## src/hdl/efe_pkg.sv

```systemverilog
`timescale 1ns / 1ps
package efe_pkg;

  // frame layout
  localparam int ID_W       = 40;
  localparam int NIB_W      = 4;
  localparam int ROW_COUNT  = 10;
  localparam int HDR_BITS   = 9;
  localparam int FRAME_BITS = 64;
  localparam int POS_W      = 6;
  localparam int ROW_W      = NIB_W + 1;

  // frame queue between front and back
  localparam int QDEPTH   = 2;
  localparam int QPTR_W   = 1;
  localparam int QCOUNT_W = 2;

  typedef logic [FRAME_BITS-1:0] efe_frame_t;
  typedef logic [ID_W-1:0]       efe_id_t;
  typedef logic [POS_W-1:0]      efe_pos_t;

  // queue status seen by the serializer
  typedef struct packed {
    logic empty;
    logic full;
  } efe_q_status_t;

  localparam efe_pos_t LAST_POS = efe_pos_t'(FRAME_BITS - 1);

endpackage

```

## src/hdl/em410x_frame_encoder.sv

```systemverilog
`timescale 1ns / 1ps
// EM410x frame encoder: one 40-bit tag id in, its 64-bit tag frame out,
// one frame bit per result transaction.
// Input channel: present tag_id with push; the transaction is taken at a
// clock edge with push high and full low. Id bits 39..36 follow the header.
// Result channel: while empty is low the ports show the oldest frame bit,
// its inverted second Manchester half, its position 0..63 and last_bit on
// the stop bit; pop high with empty low takes it.
// With the block idle, a taken id goes into the frame queue and from there
// into the output register, which shows bit 0. The serializer sends one bit
// per cycle while the receiver takes them; frames follow with no gap.
// The front builds the frame combinationally and writes it into a two-entry
// frame queue, so up to two more ids are taken while a frame is sent.
// When the receiver stalls, the output bit holds and the serializer waits;
// full rises once the queue holds two frames.
// Reset (synchronous, rst high) empties the queue and the output register.
module em410x_frame_encoder (
  input  logic                clk,
  input  logic                rst,
  input  logic                push,
  output logic                full,
  input  efe_pkg::efe_id_t    tag_id,
  output logic                empty,
  input  logic                pop,
  output logic                frame_bit,
  output logic                second_half_level,
  output efe_pkg::efe_pos_t   bit_position,
  output logic                last_bit
);
  import efe_pkg::*;

  efe_frame_t    built_frame;
  efe_frame_t    q_frame;
  efe_q_status_t q_status;
  logic          q_pop;

  // front: frame assembly
  efe_frame_builder u_builder (
    .tag_id (tag_id),
    .frame  (built_frame)
  );

  // queue between front and back
  efe_frame_queue u_queue (
    .clk      (clk),
    .rst      (rst),
    .wr_en    (push),
    .wr_frame (built_frame),
    .rd_en    (q_pop),
    .rd_frame (q_frame),
    .status   (q_status)
  );

  assign full = q_status.full;

  // back: bit serializer
  efe_serializer u_serializer (
    .clk               (clk),
    .rst               (rst),
    .q_status          (q_status),
    .q_frame           (q_frame),
    .q_pop             (q_pop),
    .pop               (pop),
    .empty             (empty),
    .frame_bit         (frame_bit),
    .second_half_level (second_half_level),
    .bit_position      (bit_position),
    .last_bit          (last_bit)
  );

  // last_bit marks exactly the stop position
  a_last_pos: assert property (@(posedge clk) disable iff (rst)
    !empty |-> (last_bit == (bit_position == LAST_POS)))
    else $error("last_bit does not match stop position");

  // second half is always the inverse of the frame bit
  a_manchester: assert property (@(posedge clk) disable iff (rst)
    !empty |-> (second_half_level != frame_bit))
    else $error("manchester halves not complementary");

  // within a frame, the next bit follows right after a taken bit
  a_no_gap: assert property (@(posedge clk) disable iff (rst)
    (pop && !empty && !last_bit) |=>
      (!empty && bit_position == $past(bit_position) + POS_W'(1)))
    else $error("frame bits not contiguous");

  // a stop bit is followed by position zero or an empty output
  a_frame_start: assert property (@(posedge clk) disable iff (rst)
    (pop && !empty && last_bit) |=> (empty || bit_position == '0))
    else $error("new frame does not start at position zero");

endmodule

```

## src/hdl/efe_frame_builder.sv

```systemverilog
`timescale 1ns / 1ps
module efe_frame_builder (
  input  efe_pkg::efe_id_t   tag_id,
  output efe_pkg::efe_frame_t frame
);
  import efe_pkg::*;

  logic [NIB_W-1:0] nib [ROW_COUNT];
  logic [NIB_W-1:0] col;

  // split the id into rows, most significant nibble first
  always_comb begin
    for (int r = 0; r < ROW_COUNT; r++) begin
      nib[r] = tag_id[ID_W - 1 - NIB_W*r -: NIB_W];
    end
  end

  // column parity, xor of all row nibbles
  always_comb begin
    col = '0;
    for (int r = 0; r < ROW_COUNT; r++) begin
      col = col ^ nib[r];
    end
  end

  // header ones, rows with even parity, column parity, stop zero
  always_comb begin
    frame = '0;
    frame[FRAME_BITS-1 -: HDR_BITS] = '1;
    for (int r = 0; r < ROW_COUNT; r++) begin
      frame[FRAME_BITS - 1 - HDR_BITS - ROW_W*r -: ROW_W] = {nib[r], ^nib[r]};
    end
    frame[NIB_W:1] = col;
    frame[0]       = 1'b0;
  end

endmodule

```

## src/hdl/efe_frame_queue.sv

```systemverilog
`timescale 1ns / 1ps
module efe_frame_queue (
  input  logic                  clk,
  input  logic                  rst,
  input  logic                  wr_en,
  input  efe_pkg::efe_frame_t   wr_frame,
  input  logic                  rd_en,
  output efe_pkg::efe_frame_t   rd_frame,
  output efe_pkg::efe_q_status_t status
);
  import efe_pkg::*;

  efe_frame_t          entries [QDEPTH];
  logic [QPTR_W-1:0]   wr_ptr;
  logic [QPTR_W-1:0]   rd_ptr;
  logic [QCOUNT_W-1:0] count;
  logic                do_wr;
  logic                do_rd;

  assign status.empty = (count == '0);
  assign status.full  = (count == QCOUNT_W'(QDEPTH));
  assign do_wr        = wr_en && !status.full;
  assign do_rd        = rd_en && !status.empty;
  assign rd_frame     = entries[rd_ptr];

  // frame storage
  always_ff @(posedge clk) begin
    if (do_wr) begin
      entries[wr_ptr] <= wr_frame;
    end
  end

  // pointers and fill count
  always_ff @(posedge clk) begin
    if (rst) begin
      wr_ptr <= '0;
      rd_ptr <= '0;
      count  <= '0;
    end else begin
      if (do_wr) begin
        wr_ptr <= wr_ptr + QPTR_W'(1);
      end
      if (do_rd) begin
        rd_ptr <= rd_ptr + QPTR_W'(1);
      end
      if (do_wr && !do_rd) begin
        count <= count + QCOUNT_W'(1);
      end else if (do_rd && !do_wr) begin
        count <= count - QCOUNT_W'(1);
      end
    end
  end

endmodule

```

## src/hdl/efe_serializer.sv

```systemverilog
`timescale 1ns / 1ps
module efe_serializer (
  input  logic                   clk,
  input  logic                   rst,
  input  efe_pkg::efe_q_status_t q_status,
  input  efe_pkg::efe_frame_t    q_frame,
  output logic                   q_pop,
  input  logic                   pop,
  output logic                   empty,
  output logic                   frame_bit,
  output logic                   second_half_level,
  output efe_pkg::efe_pos_t      bit_position,
  output logic                   last_bit
);
  import efe_pkg::*;

  efe_frame_t shift;
  efe_pos_t   count;
  logic       active;
  logic       out_valid;
  logic       out_load;

  // output register can take a new bit when empty or being drained
  assign out_load = !out_valid || pop;
  assign q_pop    = out_load && !active && !q_status.empty;
  assign empty    = !out_valid;

  // shift out one frame bit per cycle into the output register while it can load
  always_ff @(posedge clk) begin
    if (rst) begin
      active    <= 1'b0;
      out_valid <= 1'b0;
    end else if (out_load) begin
      if (active) begin
        frame_bit         <= shift[FRAME_BITS-1];
        second_half_level <= !shift[FRAME_BITS-1];
        bit_position      <= count;
        last_bit          <= (count == LAST_POS);
        shift             <= {shift[FRAME_BITS-2:0], 1'b0};
        count             <= count + POS_W'(1);
        active            <= (count != LAST_POS);
        out_valid         <= 1'b1;
      end else if (!q_status.empty) begin
        frame_bit         <= q_frame[FRAME_BITS-1];
        second_half_level <= !q_frame[FRAME_BITS-1];
        bit_position      <= '0;
        last_bit          <= 1'b0;
        shift             <= {q_frame[FRAME_BITS-2:0], 1'b0};
        count             <= POS_W'(1);
        active            <= 1'b1;
        out_valid         <= 1'b1;
      end else begin
        out_valid <= 1'b0;
      end
    end
  end

endmodule
```

## config.mk

```make
export PLATFORM = sky130hd
export DESIGN_NAME = em410x_frame_encoder
export DESIGN_NICKNAME = d
export VERILOG_FILES = /design/src/hdl/efe_pkg.sv /design/src/hdl/em410x_frame_encoder.sv /design/src/hdl/efe_frame_builder.sv /design/src/hdl/efe_frame_queue.sv /design/src/hdl/efe_serializer.sv
export SDC_FILE = /design/constraint.sdc
export NUM_CORES = 1
export LEC_CHECK = 0
export ABC_AREA = 1
export BUFFER_PORTS_ARGS = -buffer_cell sky130_fd_sc_hd__clkbuf_2
export CORE_UTILIZATION = 60
export CTS_CLUSTER_SIZE = 16
export DETAILED_ROUTE_END_ITERATION = 8
export PLACE_DENSITY_LB_ADDON = 0.25
export SYNTH_ARGS = -nofsm -noshare
export SYNTH_HDL_FRONTEND = slang
export SYNTH_SLANG_ARGS = --single-unit
```

## constraint.sdc

```tcl
create_clock -name clk -period 8.1 [get_ports clk]
set_input_delay 0.405 -clock clk [delete_from_list [all_inputs] [get_ports clk]]
set_output_delay 0.405 -clock clk [all_outputs]
set_load 0.02 [all_outputs]
```

==> results.sh <==
export IMPL_rsz0062_at_grt="false"
export IMPL_grt_pass1_vias=5200
export IMPL_final_setup_viol_count=0
export IMPL_root_buffer="clkbuf_16"
export IMPL_cp_required_ps=8280
export IMPL_worstPathMaxFanout=67
export IMPL_viasPerCell=5.451
export IMPL_cts_tree="done"
export IMPL_design_power_total_mw=3.111
export IMPL_num_antenna_cells=0
export IMPL_cts_setup_buffers=0
export IMPL_min_period_over_period_pct=28.24
export IMPL_slew_limit_headroom_pct=24.64
export IMPL_dieArea_sq_mm=0.01418
export IMPL_postSynthAreaPerCell_sq_um=11.53
export IMPL_yosysUniqueCellTypes=25
export IMPL_first_pass_iters=5
export IMPL_antenna_found_initial=0
export IMPL_period_minus_slack_ps=2287
export IMPL_status="finished clean"
export IMPL_fp_dieW_um=119.1
export IMPL_die_h_um=119.1
export IMPL_crit_type="reg -> reg"
export IMPL_vias=5211
export IMPL_setup_tns_ps=0
export IMPL_ctsHoldBuffers=0
export IMPL_fp_row_count=42
export IMPL_routed_wl_mm=15.04
export IMPL_start_util_pct=61.85
export IMPL_cts_clk_slew_worst_paths_ps=60
export IMPL_hold_viol=0
export IMPL_hold_class="in -> reg"
export IMPL_area_growth_pct=10.97
export IMPL_placedCellCount=924
export IMPL_ys_warnings_count=0
export IMPL_io_buffer_count=54
export IMPL_cts_buffers=17
export IMPL_ys_seq_area_share_pct=69.26
export IMPL_synthesis_nets=759
export IMPL_detail_route_wl_per_cell_um=15.74
export IMPL_grt_use_total_pct=23.10
export IMPL_cts_sinks=192
export IMPL_drive_gt1_share_pct=15.26
export IMPL_cts_buffer_depth=2
export IMPL_dp_hpwl_mm=8.838
export IMPL_skew_ps=9.928
export IMPL_grt_pass1_wl_mm=24.83
export IMPL_core_sq_mm=0.01330
export IMPL_drt_iter0_drc=382
export IMPL_peakVddDrop_uv=271.8
export IMPL_num_io_pins=55
export IMPL_fin_area_sq_mm=0.009125
export IMPL_overflow=0
export IMPL_final_max_slew_viol_count=0
export IMPL_syn_instance_count=713
export IMPL_insertion_delay_ps=430
export IMPL_instances_no_fill=956
export IMPL_tightest_slew_ps=1129
export IMPL_leakagePower_nw=3.617
export IMPL_ys_seq_elements=192
export IMPL_grt_max_degree=68
export IMPL_final_antenna_net_count=0
export IMPL_utilization_pct=68.63
export IMPL_drv_cap=0
export IMPL_crit_arrival_ps=2460
export IMPL_fmax_ghz=0.4372
export IMPL_nets=813
export IMPL_htreeDepth=4
export IMPL_p_per_area_mw_per_mm2=340.9
export IMPL_dpl_cell_area_sq_mm=0.008572
export IMPL_cp_end_kind="flop"
export IMPL_layout_common_cells="edfxtp_1, nand2_1, a21oi_1, nor2_1"
export IMPL_final_common_cell="edfxtp_1"
export IMPL_gp_congestion=0.7732
export IMPL_start_kind="flop"
export IMPL_drc=0
export IMPL_ctsResizeCount=0
export IMPL_synth_cell_area_sq_mm=0.008223
[flip-flops by register name, summed over array words and instances (netlist names), 2 cells and up, named ones only]
signal                     flops
u_serializer.count             6
u_queue.count                  2
u_serializer.shift            62
u_queue.entries              108
u_serializer.bit_position      6
[per-layer routing]
metal  share of wire [%]  track usage [%]  vias up
met4                 1.8            9.810        0
met1                  40            28.42     2502
met2                  52            40.01      167
li1                    -                -     2517
met5                   0                0        -
met3                 5.9            4.310       25
[area by class of cell]
cell class / instances / area [sq um]
Inverter: 63 / 239.0
Clock inverter: 14 / 123.9
Tap cell: 176 / 220.2
Clock buffer: 18 / 429.2
Multi-Input combinational cell: 433 / 2100
Fill cell: 971 / 4170
Timing Repair Buffer: 60 / 315.3
Sequential cell: 192 / 5698
[cell families after synthesis]
| group | after synthesis | share of synthesized area (%) |
|---|---|---|
| buf+inv | 88 | 5.447 |
| simple gates | 267 | 13.15 |
| fa+ha+maj | 2 | 0.3043 |
| flops | 192 | 69.26 |
| xor+xnor | 39 | 4.154 |
| compound gates | 125 | 7.684 |
[synthesized netlist by cell type]
cell type  count  share of area (%)
nand2_1      161                7.3
buf_8          1               0.18
dfxtp_1        7                1.7
nor2_1        69                3.1
or2_2          8               0.61
edfxtp_1     185                 68
xor2_1        15                1.6
o21ai_1        4               0.24
nor2_4         2               0.27
o21ai_2        1               0.11
a21oi_1      114                6.9
nor3_1         1              0.061
nor2_2         7               0.53
inv_1         54                2.5
inv_4          1              0.076
nand2_2        1              0.076
ha_1           2               0.30
buf_6          9                1.2
o21ai_0        5               0.30
o21a_1         1              0.091
inv_2          8               0.37
buf_4          7               0.64
xnor2_1       24                2.6
buf_2          8               0.49
nand3_1       18                1.1
[where the power goes]
group | total (mW) | internal [mW] | switching [mW]
Sequential | 1.52 | 1.45 | 0.0716
Combinational | 0.806 | 0.239 | 0.567
Clock | 0.785 | 0.447 | 0.338
Total | 3.11 | 2.13 | 0.977
[stage by stage]
step           setup slack, ps  hold WS [ps]
2_1_floorplan             1665         469.2
5_1_grt                   5620         206.6
3_5_place_dp              5793         483.7
4_1_cts                   5787         165.3
6_report                  5813         177.6
3_3_place_gp              5833         472.4
[final timing paths]
kind	from	end	slack, ps	cells past startpoint
min	rst	u_serializer.active$_SDFFE_PP0N_	180	2
min reg2reg	u_queue.rd_ptr$_SDFFE_PP0P_	flop	490	2
max	u_serializer.active$_SDFFE_PP0N_	u_serializer.shift[58]$_SDFFCE_PN1P_	5810	3
max reg2reg	u_serializer.active$_SDFFE_PP0N_	u_serializer.shift[58]$_SDFFCE_PN1P_	5810	3
[worst max-delay path, stage by stage, from the launching register on]
cell and delay [ps]:
dfxtp_2 350, buf_4 560, inv_2 620, or2_2 480
No activity file was read; power rests on OpenSTA's default activity.
